--- src/msfp_pkg.sv ---
`timescale 1ns / 1ps
// ----------------------------------------------------------------------------
// msfp_pkg: shared types and constants for the magic sync frame parser
// Header layout, configuration register indexes and the command and status
// bundles between the controller and the datapath.
// ----------------------------------------------------------------------------
package msfp_pkg;

  // Header is magic (4), version (1), type (1), length (4).
  localparam int HDR_BYTES = 10;
  localparam int FILL_W    = 4;
  localparam int HUNT_KEEP = 3;
  localparam int VER_POS   = 4;
  localparam int TYPE_POS  = 5;
  localparam int LEN_POS   = 6;

  typedef logic [FILL_W-1:0] fill_t;
  typedef logic [7:0]        byte_t;
  typedef logic [31:0]       word_t;

  // Configuration register indexes.
  typedef enum logic [1:0] {
    CFG_MAGIC       = 2'd0,
    CFG_VERSION     = 2'd1,
    CFG_MAX_PAYLOAD = 2'd2
  } cfg_idx_t;

  localparam word_t MAGIC_RST   = 32'd0;
  localparam byte_t VERSION_RST = 8'd1;
  localparam word_t MAX_PAY_RST = 32'd65536;

  // Commands from the controller; each is qualified by an accepted word
  // except scan_shift.
  typedef struct packed {
    logic push;        // Append the input byte at the fill position.
    logic slide;       // Drop the oldest byte and append the input byte.
    logic scan_shift;  // Drop the oldest byte without taking input.
    logic take_hdr;    // Latch type and length from a good header.
    logic emit_pay;    // Send a payload result and count it.
    logic emit_empty;  // Send the single result of a zero-length frame.
  } msfp_cmd_t;

  // Status from the datapath.
  typedef struct packed {
    logic fill_lt_keep;   // Fewer than three bytes held while hunting.
    logic fill_hdr_last;  // The input byte completes the header.
    logic hunt_match;     // Three held bytes plus the input byte form the magic.
    logic hdr_ok;         // Version and length of the completed header are good.
    logic len_zero;       // Length of the completed header is zero.
    logic scan_match;     // The first four held bytes form the magic.
    logic scan_end;       // Only four bytes held during a rescan.
    logic pay_last;       // The next payload byte is the last one.
    logic out_full;       // The result register cannot take a word this cycle.
  } msfp_sts_t;

endpackage

--- src/magic_sync_frame_parser.sv ---
`timescale 1ns / 1ps
// ----------------------------------------------------------------------------
// magic_sync_frame_parser: byte stream parser for magic-prefixed frames
// Hunts for a big-endian magic word, checks a ten-byte header and passes
// the payload bytes on with the frame type and length.
//
// Input channel (in_valid/in_ready/in_byte) takes one stream byte per word.
// Result channel (out_valid/out_ready/out_*) gives one word per payload
// byte, with out_last_byte on the final one; a zero-length frame gives a
// single word with out_empty_frame and out_last_byte set.
// A result word appears in the cycle after the byte that causes it is taken.
// One byte is taken per cycle while hunting, collecting a header or
// passing payload, as long as the result register has room. A rejected
// header stops input while the buffered bytes are searched for a new
// magic word, one position per cycle, with a single window compare.
// The result register frees in the cycle it is taken, so a stalled
// receiver holds the input only while a result word waits.
// Configuration (cfg_we/cfg_index/cfg_wdata) is to be written only while idle,
// which the block does not enforce. Reset loads the default configuration and returns to the hunt.
// ----------------------------------------------------------------------------
module magic_sync_frame_parser (
  input  logic             clk,
  input  logic             rst_n,
  input  logic             in_valid,
  output logic             in_ready,
  input  msfp_pkg::byte_t  in_byte,
  output logic             out_valid,
  input  logic             out_ready,
  output msfp_pkg::byte_t  out_payload_byte,
  output msfp_pkg::byte_t  out_type_byte,
  output msfp_pkg::word_t  out_frame_length,
  output logic             out_empty_frame,
  output logic             out_last_byte,
  input  logic             cfg_we,
  input  logic [1:0]       cfg_index,
  input  msfp_pkg::word_t  cfg_wdata
);
  import msfp_pkg::*;

  msfp_cmd_t cmd;
  msfp_sts_t sts;

  // Phase controller.
  msfp_ctrl u_ctrl (
    .clk      (clk),
    .rst_n    (rst_n),
    .in_valid (in_valid),
    .in_ready (in_ready),
    .sts      (sts),
    .cmd      (cmd)
  );

  // Window, frame registers and result register.
  msfp_dpath u_dpath (
    .clk              (clk),
    .rst_n            (rst_n),
    .in_byte          (in_byte),
    .cfg_we           (cfg_we),
    .cfg_index        (cfg_index),
    .cfg_wdata        (cfg_wdata),
    .cmd              (cmd),
    .sts              (sts),
    .out_valid        (out_valid),
    .out_ready        (out_ready),
    .out_payload_byte (out_payload_byte),
    .out_type_byte    (out_type_byte),
    .out_frame_length (out_frame_length),
    .out_empty_frame  (out_empty_frame),
    .out_last_byte    (out_last_byte)
  );

`ifndef NO_ASSERTIONS
  // Input is never taken while a result word is stuck in the register.
  a_no_take_when_full: assert property (@(posedge clk) disable iff (!rst_n)
    in_ready |-> !(out_valid && !out_ready))
    else $error("input taken while result register is blocked");

  // An empty-frame word is always the last one and carries zeros.
  a_empty_is_last: assert property (@(posedge clk) disable iff (!rst_n)
    (out_valid && out_empty_frame) |->
      (out_last_byte && out_payload_byte == '0 && out_frame_length == '0))
    else $error("empty-frame word has bad fields");

  // A new result word only follows an accepted input byte.
  a_result_from_input: assert property (@(posedge clk) disable iff (!rst_n)
    $rose(out_valid) |-> $past(in_valid && in_ready))
    else $error("result word without an accepted input byte");
`endif

endmodule

--- src/msfp_dpath.sv ---
`timescale 1ns / 1ps
// ----------------------------------------------------------------------------
// msfp_dpath: datapath of the magic sync frame parser
// Holds the header window, the fill count, the frame registers, the
// configuration registers and the result register.
// ----------------------------------------------------------------------------
module msfp_dpath (
  input  logic                 clk,
  input  logic                 rst_n,
  input  msfp_pkg::byte_t      in_byte,
  input  logic                 cfg_we,
  input  logic [1:0]           cfg_index,
  input  msfp_pkg::word_t      cfg_wdata,
  input  msfp_pkg::msfp_cmd_t  cmd,
  output msfp_pkg::msfp_sts_t  sts,
  output logic                 out_valid,
  input  logic                 out_ready,
  output msfp_pkg::byte_t      out_payload_byte,
  output msfp_pkg::byte_t      out_type_byte,
  output msfp_pkg::word_t      out_frame_length,
  output logic                 out_empty_frame,
  output logic                 out_last_byte
);
  import msfp_pkg::*;

  byte_t window_r [HDR_BYTES];
  byte_t win_shift [HDR_BYTES];
  fill_t fill_r;
  byte_t held_type_r;
  word_t held_len_r;
  word_t left_r;
  word_t magic_r;
  byte_t version_r;
  word_t max_pay_r;

  logic  out_valid_r;
  byte_t out_byte_r;
  byte_t out_type_r;
  word_t out_len_r;
  logic  out_empty_r;
  logic  out_last_r;

  word_t hunt_word;
  word_t scan_word;
  word_t hdr_len;

  // Candidate words for the magic and length compares.
  assign hunt_word = {window_r[0], window_r[1], window_r[2], in_byte};
  assign scan_word = {window_r[0], window_r[1], window_r[2], window_r[3]};
  assign hdr_len   = {window_r[LEN_POS], window_r[LEN_POS+1], window_r[LEN_POS+2], in_byte};

  // Window moved down by one byte.
  for (genvar g = 0; g < HDR_BYTES; g++) begin : g_shift
    if (g < HDR_BYTES - 1) begin : g_mid
      assign win_shift[g] = window_r[g+1];
    end else begin : g_top
      assign win_shift[g] = window_r[g];
    end
  end

  // Status toward the controller.
  always_comb begin
    sts.fill_lt_keep  = fill_r < fill_t'(HUNT_KEEP);
    sts.fill_hdr_last = fill_r == fill_t'(HDR_BYTES - 1);
    sts.hunt_match    = hunt_word == magic_r;
    sts.hdr_ok        = (window_r[VER_POS] == version_r) && (hdr_len <= max_pay_r);
    sts.len_zero      = hdr_len == '0;
    sts.scan_match    = scan_word == magic_r;
    sts.scan_end      = fill_r == fill_t'(HUNT_KEEP + 1);
    sts.pay_last      = left_r <= 32'd1;
    sts.out_full      = out_valid_r && !out_ready;
  end

  // Header window contents; bytes past the fill count are don't-care.
  always_ff @(posedge clk) begin
    for (int k = 0; k < HDR_BYTES; k++) begin
      if (cmd.slide || cmd.scan_shift) begin
        window_r[k] <= win_shift[k];
      end
      if (cmd.slide && fill_r == fill_t'(k + 1)) begin
        window_r[k] <= in_byte;
      end
      if (cmd.push && fill_r == fill_t'(k)) begin
        window_r[k] <= in_byte;
      end
    end
  end

  // Fill count and bytes still to come in the payload.
  always_ff @(posedge clk) begin
    if (!rst_n) begin
      fill_r <= '0;
      left_r <= '0;
    end else begin
      if (cmd.push) begin
        fill_r <= fill_r + fill_t'(1);
      end else if (cmd.scan_shift) begin
        fill_r <= fill_r - fill_t'(1);
      end else if (cmd.take_hdr) begin
        fill_r <= '0;
      end
      if (cmd.take_hdr) begin
        left_r <= hdr_len;
      end else if (cmd.emit_pay) begin
        left_r <= left_r - 32'd1;
      end
    end
  end

  // Frame type and length of a good header.
  always_ff @(posedge clk) begin
    if (cmd.take_hdr) begin
      held_type_r <= window_r[TYPE_POS];
      held_len_r  <= hdr_len;
    end
  end

  // Configuration registers.
  always_ff @(posedge clk) begin
    if (!rst_n) begin
      magic_r   <= MAGIC_RST;
      version_r <= VERSION_RST;
      max_pay_r <= MAX_PAY_RST;
    end else if (cfg_we) begin
      case (cfg_idx_t'(cfg_index))
        CFG_MAGIC:       magic_r   <= cfg_wdata;
        CFG_VERSION:     version_r <= cfg_wdata[7:0];
        CFG_MAX_PAYLOAD: max_pay_r <= cfg_wdata;
        default: ;
      endcase
    end
  end

  // Result register valid flag.
  always_ff @(posedge clk) begin
    if (!rst_n) begin
      out_valid_r <= 1'b0;
    end else if (cmd.emit_pay || cmd.emit_empty) begin
      out_valid_r <= 1'b1;
    end else if (out_ready) begin
      out_valid_r <= 1'b0;
    end
  end

  // Result register payload.
  always_ff @(posedge clk) begin
    if (cmd.emit_pay) begin
      out_byte_r  <= in_byte;
      out_type_r  <= held_type_r;
      out_len_r   <= held_len_r;
      out_empty_r <= 1'b0;
      out_last_r  <= sts.pay_last;
    end else if (cmd.emit_empty) begin
      out_byte_r  <= '0;
      out_type_r  <= window_r[TYPE_POS];
      out_len_r   <= '0;
      out_empty_r <= 1'b1;
      out_last_r  <= 1'b1;
    end
  end

  assign out_valid        = out_valid_r;
  assign out_payload_byte = out_byte_r;
  assign out_type_byte    = out_type_r;
  assign out_frame_length = out_len_r;
  assign out_empty_frame  = out_empty_r;
  assign out_last_byte    = out_last_r;

endmodule

--- src/msfp_ctrl.sv ---
`timescale 1ns / 1ps
// ----------------------------------------------------------------------------
// msfp_ctrl: controller of the magic sync frame parser
// Tracks the parse phase, owns the input handshake and issues one command
// set per cycle to the datapath.
// ----------------------------------------------------------------------------
module msfp_ctrl (
  input  logic                 clk,
  input  logic                 rst_n,
  input  logic                 in_valid,
  output logic                 in_ready,
  input  msfp_pkg::msfp_sts_t  sts,
  output msfp_pkg::msfp_cmd_t  cmd
);
  import msfp_pkg::*;

  typedef enum logic [1:0] {
    ST_HUNT,
    ST_HEADER,
    ST_PAYLOAD,
    ST_RESCAN
  } state_t;

  state_t state_r;
  state_t state_nxt;
  logic   fire;

  // Input is taken in every phase but the rescan, whenever the result
  // register has room.
  assign in_ready = (state_r != ST_RESCAN) && !sts.out_full;
  assign fire     = in_valid && in_ready;

  // Next state and datapath commands.
  always_comb begin
    state_nxt = state_r;
    cmd       = '0;
    case (state_r)
      ST_HUNT: begin
        if (fire) begin
          if (sts.fill_lt_keep) begin
            cmd.push = 1'b1;
          end else if (sts.hunt_match) begin
            cmd.push  = 1'b1;
            state_nxt = ST_HEADER;
          end else begin
            cmd.slide = 1'b1;
          end
        end
      end
      ST_HEADER: begin
        if (fire) begin
          if (!sts.fill_hdr_last) begin
            cmd.push = 1'b1;
          end else if (sts.hdr_ok) begin
            cmd.take_hdr = 1'b1;
            if (sts.len_zero) begin
              cmd.emit_empty = 1'b1;
              state_nxt      = ST_HUNT;
            end else begin
              state_nxt = ST_PAYLOAD;
            end
          end else begin
            // Bad header: drop its first byte and search the rest.
            cmd.slide = 1'b1;
            state_nxt = ST_RESCAN;
          end
        end
      end
      ST_PAYLOAD: begin
        if (fire) begin
          cmd.emit_pay = 1'b1;
          if (sts.pay_last) begin
            state_nxt = ST_HUNT;
          end
        end
      end
      ST_RESCAN: begin
        // One window position is checked per cycle.
        if (sts.scan_match) begin
          state_nxt = ST_HEADER;
        end else begin
          cmd.scan_shift = 1'b1;
          if (sts.scan_end) begin
            state_nxt = ST_HUNT;
          end
        end
      end
      default: begin
        state_nxt = ST_HUNT;
      end
    endcase
  end

  // Phase register.
  always_ff @(posedge clk) begin
    if (!rst_n) begin
      state_r <= ST_HUNT;
    end else begin
      state_r <= state_nxt;
    end
  end

endmodule
--- config.mk ---
export PLATFORM = sky130hd
export DESIGN_NAME = magic_sync_frame_parser
export DESIGN_NICKNAME = d
export VERILOG_FILES = /design/src/msfp_pkg.sv /design/src/magic_sync_frame_parser.sv /design/src/msfp_dpath.sv /design/src/msfp_ctrl.sv
export SDC_FILE = /design/constraint.sdc
export NUM_CORES = 1
export LEC_CHECK = 0
export BUFFER_PORTS_ARGS = -buffer_cell sky130_fd_sc_hd__buf_2
export CAP_MARGIN = 20
export CORE_ASPECT_RATIO = 1.4
export CORE_MARGIN = 2
export CORE_UTILIZATION = 40
export CTS_BUF_LIST = sky130_fd_sc_hd__clkbuf_16
export DETAILED_ROUTE_END_ITERATION = 7
export PLACE_DENSITY = 0.63
export SYNTH_ARGS = -nofsm -noshare
export SYNTH_HDL_FRONTEND = slang
export SYNTH_SLANG_ARGS = --single-unit
--- constraint.sdc ---
create_clock -name clk -period 6 [get_ports clk]
set_clock_uncertainty 0.2 [all_clocks]
set_input_delay 0.6 -clock clk [delete_from_list [all_inputs] [get_ports clk]]
set_output_delay 0.6 -clock clk [all_outputs]
set_load 0.02 [all_outputs]
# ---- Yosys cells after proc, flatten, opt, wreduce, memory -nomap -nowiden
# Memory sizes are Yosys's and may differ from the RTL's.
# Cells that the tools add are included.
dict set report totals {
  output_inout_bits 52
  n_memories 1
  elab_cells 220
  ramBits 80
  register_bits 201
}
# name depth width rd rd_ports_with_merged_regs write_ports line_no
set mem_list {}
lappend mem_list {u_dpath.window_r 10 8 10 0 10 msfp_dpath.sv:26} ;# byte_t window_r [HDR_BYTES];
dict set report op_classes {
  n_reduce_logical 40
  order_cmp 3
  n_eq_ne 27
  n_mux 112
  n_bitwise 20
  addsub 3
}
# cell count
set ops {}
lappend ops {{$mux 8} 24}
lappend ops {{$mux 32} 4}
lappend ops {{$mux 1} 66}
lappend ops {{$eq 32x32->1} 2}
lappend ops {{$le 32x1->1 const B} 1}
lappend ops {{$le 32x32->1} 1}
lappend ops {{$logic_not 32->1} 1}
lappend ops {{$sub 32x1->32 const B} 1}
lappend ops {{$mux 2} 13}
lappend ops {{$logic_and 1x1->1} 24}
lappend ops {{$or 1x1->1} 20}
lappend ops {{$eq 4x3->1 const B} 4}
lappend ops {{$eq 4x4->1 const B} 3}
lappend ops {{$mux 4} 3}
lappend ops {{$eq 4x2->1 const B} 2}
lappend ops {{$eq 8x8->1} 1}
lappend ops {{$ne 2x1->1 const B} 4}
lappend ops {{$ne 2x2->1 const B} 4}
lappend ops {{$pmux 2 s4} 1}
lappend ops {{$reduce_and 8->1} 1}
lappend ops {{$eq 2x2->1 const B} 3}
lappend ops {{$reduce_and 2->1} 3}
lappend ops {{$reduce_bool 2->1} 3}
lappend ops {{$add 4x1->4 const B} 1}
lappend ops {{11 further kinds} 15}

# ---- Depth between registers and ports, before layout
# Gate-level depths: netlist of the first run.
dict set report depth {
  ltp_word 12
  depth_mapped 13
  depth_no_buf 11
}

# ---- By module
# A second synthesis of the first run with hierarchy kept.
dict set report unflattened {
  cells_unflattened 1129
  area_unflattened_um2 12944.9
}
# module area_per_inst_um2 cells_per_inst seq_area_each_um2 instances
set modules_own_cells {}
lappend modules_own_cells {msfp_dpath 12702.2 1096 7277.0 1}
lappend modules_own_cells {msfp_ctrl 242.7 33 40.0 1}

# ---- Worst setup path after synthesis of the first run
# Ideal clock, no wire load.
dict set report synth_path {
  path_type {input to register}
  from {input in_byte[1]}
  to {register u_dpath.out_len_r[0], in the netlist u_dpath.out_frame_length[0] (enable)}
  arrival_time_ns 3.484
  stages 10
  t_required_ns 5.392
  path_buffers 1
  path_slack_ns 1.908
  path_cell_list {ha_1 nor2b_1 o211ai_1 a2111oi_0 or4b_1 o211ai_1 and3_1 clkbuf_1 nand2_1 nand2_1}
}
dict set report synth_between {
  elab_chain_len 7
  word_cells_on_any_way 9
  classes_between {order compare: 1; mux: 5; reduce/logical: 3}
}
# element line_no
set synth_rtl {}
lappend synth_rtl {{start, declared} magic_sync_frame_parser.sv:26} ;# input msfp_pkg::byte_t in_byte,
lappend synth_rtl {{$le 32x32->1 or $logic_not 32->1 (tied branches)} {msfp_dpath.sv:66, msfp_dpath.sv:67}}
lappend synth_rtl {{$logic_and 1x1->1 or $mux 1 (tied branches)} {msfp_dpath.sv:66, msfp_ctrl.sv:56}}
lappend synth_rtl {{$mux 1 (*)} msfp_ctrl.sv:54} ;# end else if (sts.hdr_ok) begin
lappend synth_rtl {{$mux 1 (*)} msfp_ctrl.sv:52} ;# if (!sts.fill_hdr_last) begin
lappend synth_rtl {{$mux 1 (*)} msfp_ctrl.sv:51} ;# if (fire) begin
lappend synth_rtl {{$mux 1 (*)} msfp_ctrl.sv:37} ;# case (state_r)
lappend synth_rtl {{$reduce_bool 2->1 (no source line) (*)} -}
lappend synth_rtl {{end signal, assigned} msfp_dpath.sv:150} ;# out_len_r <= held_len_r;
lappend synth_rtl {{end, declared} msfp_dpath.sv:39} ;# word_t out_len_r;
# Every way passes the cells marked *; elsewhere a longest branch is shown, timed or not.
# A chain may end at the register's enable or synchronous reset.

==> results of run 1 <==
-- flip-flops by register name (all words and copies together), names as in the netlist, 32 cells and up --
| signal | count |
|---|---|
| u_dpath.held_len_r | 32 |
| u_dpath.left_r | 32 |
| u_dpath.max_pay_r | 32 |
| u_dpath.window_r | 80 |
| u_dpath.magic_r | 32 |
| u_dpath.out_frame_length | 32 |
-- per-stage QoR --
stage               hold WS, ns  instances  setup WS [ns]
CTS                      0.0691       1662           1.81
floorplan                 0.236       1158           1.91
global placement          0.244       1611           1.67
finish                   0.0846       1664           1.85
detailed placement        0.247       1612           1.59
global route             0.0806       1664           1.59
-- cells in the mapped netlist, types with 4 or more instances --
| library cell | n | area share [%] |
|---|---|---|
| nor4_1 | 19 | 0.94 |
| and2_1 | 43 | 2.1 |
| nand2_1 | 194 | 5.7 |
| inv_1 | 41 | 1.2 |
| and3_1 | 6 | 0.30 |
| nand3_1 | 23 | 0.91 |
| mux2_1 | 48 | 4.3 |
| edfxtp_1 | 169 | 40 |
| or4_1 | 6 | 0.36 |
| a21oi_1 | 122 | 4.8 |
| o311ai_0 | 4 | 0.28 |
| xor2_1 | 16 | 1.1 |
| xnor2_1 | 38 | 2.6 |
| a221oi_1 | 4 | 0.28 |
| nand4_1 | 22 | 1.1 |
| mux2_2 | 24 | 2.1 |
| o21ai_2 | 6 | 0.41 |
| nor2b_1 | 8 | 0.39 |
| dfxtp_1 | 112 | 18 |
| a211oi_1 | 6 | 0.36 |
| o21ai_0 | 11 | 0.43 |
| ha_1 | 39 | 3.8 |
| nor2_1 | 54 | 1.6 |
| nor3_1 | 11 | 0.43 |
| mux2i_1 | 8 | 0.63 |
| a31oi_1 | 6 | 0.30 |
| o211ai_1 | 7 | 0.41 |
| or3_1 | 9 | 0.44 |
| clkbuf_1 | 50 | 1.5 |
-- cell families after synthesis --
group                    after synthesis
multiplexers                          80
XOR/XNOR                              54
flip-flops                           281
AO/OA/AOI/OAI                        193
AND/OR/NAND/NOR                      414
adder cells (fa/ha/maj)               39
buffers and inverters                 97
-- routing by layer --
metal  vias to the layer above  wire length [um]
met4                         0              1370
met3                        78              1670
met2                       278             16900
li1                       4317                 -
met1                      4440             13600
met5                         -                 0
-- worst min-delay path by stage --
stage,start,end,slack (ns),cells past startpoint
3_5_place_dp,u_dpath.max_pay_r[21]$_SDFFE_PN0P_,u_dpath.max_pay_r[21]$_SDFFE_PN0P_,0.25,2
2_1_floorplan,u_dpath.max_pay_r[10]$_SDFFE_PN0P_,u_dpath.max_pay_r[10]$_SDFFE_PN0P_,0.24,2
6_report,cfg_wdata[18],u_dpath.max_pay_r[18]$_SDFFE_PN0P_,0.08,3
4_1_cts,cfg_wdata[22],u_dpath.magic_r[22]$_SDFFE_PN0P_,0.07,3
5_1_grt,cfg_wdata[22],u_dpath.magic_r[22]$_SDFFE_PN0P_,0.08,3
3_3_place_gp,u_dpath.max_pay_r[11]$_SDFFE_PN0P_,u_dpath.max_pay_r[11]$_SDFFE_PN0P_,0.24,2
-- critical path, cell delays in order, from the launching register on --
cell      delay [ns]
edfxtp_1        0.57
ha_1            0.38
nand4_1         0.13
nor4_1          0.59
nand2_1         0.16
nand4_1         0.12
o211ai_1        0.16
o21ai_1         0.34
nand2_1         0.34
o21ai_2         0.51
mux2_1          0.39
-- layout make-up --
type	instances	area share, %
Sequential cell	281	50.5
Multi-Input combinational cell	780	34.5
Inverter	42	1.09
Clock buffer	29	5.01
Clock inverter	21	1.00
Timing Repair Buffer	116	4.49
Tap cell	395	3.41
-- layout by cell type, fill, tap and decap left out, drive strengths merged, types with 4 or more instances in the layout --
| master | instances |
|---|---|
| o21ai | 19 |
| and3 | 6 |
| a21oi | 124 |
| buf | 116 |
| nor4 | 19 |
| mux2i | 8 |
| o211ai | 7 |
| clkbuf | 29 |
| o311ai | 6 |
| a31oi | 6 |
| dfxtp | 112 |
| xnor2 | 38 |
| nor2 | 54 |
| nand4 | 22 |
| mux2 | 72 |
| nand3 | 24 |
| a211oi | 6 |
| nor3 | 15 |
| nor2b | 8 |
| or3 | 9 |
| a221oi | 4 |
| inv | 49 |
| edfxtp | 169 |
| ha | 39 |
| nand2 | 194 |
| xor2 | 16 |
| clkinv | 12 |
| or4 | 8 |
| and2 | 44 |
-- power breakdown --
part	switching, W	internal, W	total, W
combinational	0.000202	0.000130	0.000332
sequential	0.0000761	0.00212	0.00220
clock	0.000741	0.000955	0.00170
==> results.toml, run 1 <==
[floorplan]
rows = 77
ios = 99
die_x_um = 154
coreArea_um2 = 31400
dieArea_um2 = 33100
start_util_pct = 40.4
die_h_um = 215

[layout]
nNetsFinal = 1334
multi_input_area_um2 = 5000
final_util_pct = 46.2
num_antenna_cells = 0
regArea_um2 = 7320
final_area_um2 = 14500
area_growth_pct = 14.4
n_fill_cell = 2919
drive_gt1_share_pct = 16.0

[timing]
finalHoldViolCount = 0
min_period_ns = 4.15
fmax_ghz = 0.241
setup_viol = 0
finalCritPeriodShare_pct = 69.2
tightest_slew_ns = 1.11
rsz0062_at_grt = "false"
slew_headroom_pct = 26.3
drv_slew = 0
tns_ns = 0

[yosys]
synth_top_family_by_area = "simple AND/OR/NAND/NOR gates"
yosysSeqAreaShare_pct = 57.7
ys_ff_latch = 281
synth_nets = 1244
synth_compound_area_share_pct = 9.06
synth_cell_type_count = 64
yosysWarnings = 0
synth_flop_cell = "edfxtp_1"
synthMuxAreaShare_pct = 7.03
synth-simple-area-share_pct = 15.7
async_reset_ff_share_pct = 0
synth_edf_count = 169
avgSynthCellArea_um2 = 10.9
syn_area_um2 = 12700
synth-xor-area-share_pct = 3.73
synth-adder-area-share_pct = 3.85
syn_inst = 1158

[clock_tree]
clock-sinks = 281
cts_root_buffer = "clkbuf_16"
cts_setup_buffers = 0
clock_latency_ns = 0.56
hold_buffers = 0
clkTransAtPathRegs_ns = 0.07
numCtsBuffers = 27
cts_tree = "done"
htree_levels = 1
cts_resized = 0
clk_path_buf_depth = 3

[critical_path]
required_ns = 6.10
critical_path.max_fanout = 8
r2r-end = "u_dpath.window_r[0][5]$_DFFE_PP_"
rrSetupSlack_ns = 1.85
cp-startpoint = "u_dpath.window_r[3][2]$_DFFE_PP_"
reg2regPathDepth = 10
timing.rr.start = "u_dpath.window_r[3][2]$_DFFE_PP_"
startpoint_type = "register"
arrival_ns = 4.26
endpoint = "u_dpath.window_r[0][5]$_DFFE_PP_"
worst-setup-path-type = "register to register"
critPathCaptureType = "register"

[route]
route.detailed.drc = 0
post_drt_wl_per_cell_um = 20.1
antenna_left = 0
viasPerCell = 5.48
first_iter_violations = 655
drt-pass1-iter-count = 5
wl_mm = 33.5
routed-via-count = 9113

[min_path]
hp-class = "primary input to register"

[placement]
placed_cell_area_um2 = 13600
dp.final_hpwl_mm = 23.7
portBuffers = 98
gp_routability_congestion = 0.919

[power]
p_leak_nw = 5.26
power.density_nw_per_um2 = 292
vdd_drop_max_mv = 0.175
power_w = 0.00423

[job]
drv_cap = 0

[grt]
gr-usage-met2_pct = 34.2
grt_pass1_wl_mm = 50.6
grt_usage_pct = 19.7
use_met3_pct = 2.91
grtUsageMet1_pct = 24.4
antenna_found_initial = 0
grt_overflow = 0
grt_pass1_vias = 8767
grt_max_degree = 102
busiest_layer = "met2"

[run_status]
status = "completed"
Power figures use the tool's default switching activity.
==> inputs of run 2 (changes only) <==
Clock period 6 ns to 4.2 ns, I/O delays scaled along.
==> results.toml, run 2 (synthesis gave the netlist of run 1 again) <==
[run_status]
status = "completed"

[layout]
top_register = "u_dpath.window_r"
layout_common_cells = "nand2_1, edfxtp_1, a21oi_1, dfxtp_1, buf_2"
largest_reg_flops = 80
drive_gt1_share_pct = 16.6
num_antenna_cells = 0
nNetsFinal = 1384
final_common_cell = "nand2_1"
area_growth_pct = 17.9

[power]
vdd_drop_max_mv = 0.246
power_w = 0.00603
power.density_nw_per_um2 = 404
p_leak_nw = 5.48

[grt]
grt_max_degree = 52
antenna_found_initial = 0
busiest_layer = "met2"
grt_overflow = 0
use_met3_pct = 2.67
grt_usage_pct = 21.1
grtUsageMet1_pct = 25.7
grt_pass1_wl_mm = 53.9
gr-usage-met2_pct = 36.7
grt_pass1_vias = 9162

[timing]
tightest_slew_ns = 0.821
tns_ns = 0
slew_headroom_pct = 45.3
rsz0062_at_grt = "false"
setup_viol = 0
fmax_ghz = 0.255
finalHoldViolCount = 0
min_period_ns = 3.92
finalCritPeriodShare_pct = 93.4
drv_slew = 0

[floorplan]
dieArea_um2 = 33100
ios = 99
coreArea_um2 = 31400
start_util_pct = 40.4
die_h_um = 215
rows = 77
die_x_um = 154

[placement]
gp_routability_congestion = 0.960
portBuffers = 98
dp.final_hpwl_mm = 25.7

[clock_tree]
cts_tree = "done"
hold_buffers = 33
htree_levels = 1
cts_setup_buffers = 0
clock_latency_ns = 0.55
cts_resized = 0
numCtsBuffers = 26
cts_root_buffer = "clkbuf_16"
clk_path_buf_depth = 3
clkTransAtPathRegs_ns = 0.07
clock-sinks = 281

[critical_path]
critical_path.max_fanout = 8
critPathCaptureType = "register"
worst-setup-path-type = "register to register"
arrival_ns = 4.02
required_ns = 4.30
rrSetupSlack_ns = 0.28
startpoint_type = "register"

[min_path]
hp-class = "primary input to register"

[route]
wl_mm = 35.4
first_iter_violations = 701
routed-via-count = 9426
post_drt_wl_per_cell_um = 20.7
drt-pass1-iter-count = 6
route.detailed.drc = 0
viasPerCell = 5.50
antenna_left = 0

[job]
drv_cap = 0
## run 2: cell types whose count changed in the layout (fill, tap and decap cells not counted), sizes merged
cell / previous run / this run
buf: 116 / 134
bufinv: 2 / 3
inv: 49 / 51
clkinv: 12 / 9
clkbuf: 29 / 27
dlygate4sd3: 0 / 33
## run 2: worst max-delay path: stages (launching register included)
cell and delay, ns:
edfxtp_1 0.55, ha_1 0.38, nand4_1 0.14, nor4_1 0.36
buf_4 0.18, nand2_1 0.06, nand3_1 0.21, o211ai_1 0.16
o21ai_1 0.34, nand2_1 0.09, buf_4 0.19, o21ai_2 0.41
mux2_2 0.39
## run 2: stage by stage
stage	utilization (%)	std cells	hold WS [ns]	instance area, um2	setup slack [ns]
floorplan	-	1158	0.236	12700	0.288
global placement	43.8	1632	0.246	13800	0.376
detailed placement	43.8	1632	0.250	13800	0.309
CTS	47.6	1713	0.0326	14900	0.290
global route	47.6	1713	0.0288	14900	0.0485
finish	47.6	1713	0.0353	14900	0.279
## run 2: path summary, 6_finish.rpt
path                                                         start                                  to  cells after the start
worst max register to register    u_dpath.window_r[3][5]$_DFFE_PP_    u_dpath.window_r[3][2]$_DFFE_PP_                     12
worst min register to register  u_dpath.max_pay_r[25]$_SDFFE_PN0P_  u_dpath.max_pay_r[25]$_SDFFE_PN0P_                      2
worst min-delay path                                         rst_n   u_dpath.version_r[0]$_SDFFE_PN1P_                      2
worst max-delay path              u_dpath.window_r[3][5]$_DFFE_PP_    u_dpath.window_r[3][2]$_DFFE_PP_                     12
## run 2: area by class of cell
cell class	count	area, um2
multi-input cells	780	5000
clock inverters	21	174
fillers	2874	16500
flip-flops and latches	281	7320
clock buffers	27	676
inverters	42	158
repair buffers	167	1120
well taps	395	494
## run 2: where the power goes
part           switching (W)  internal [W]
registers          0.0000997       0.00303
logic               0.000299      0.000219
clock network        0.00103       0.00135
total                0.00143       0.00460
## run 2: per-layer routing
metal | part of all wire [%] | up-vias
met1 | 39 | 4552
li1 | - | 4412
met3 | 6.1 | 92
met4 | 5.0 | 0
met5 | 0 | -
met2 | 50 | 370
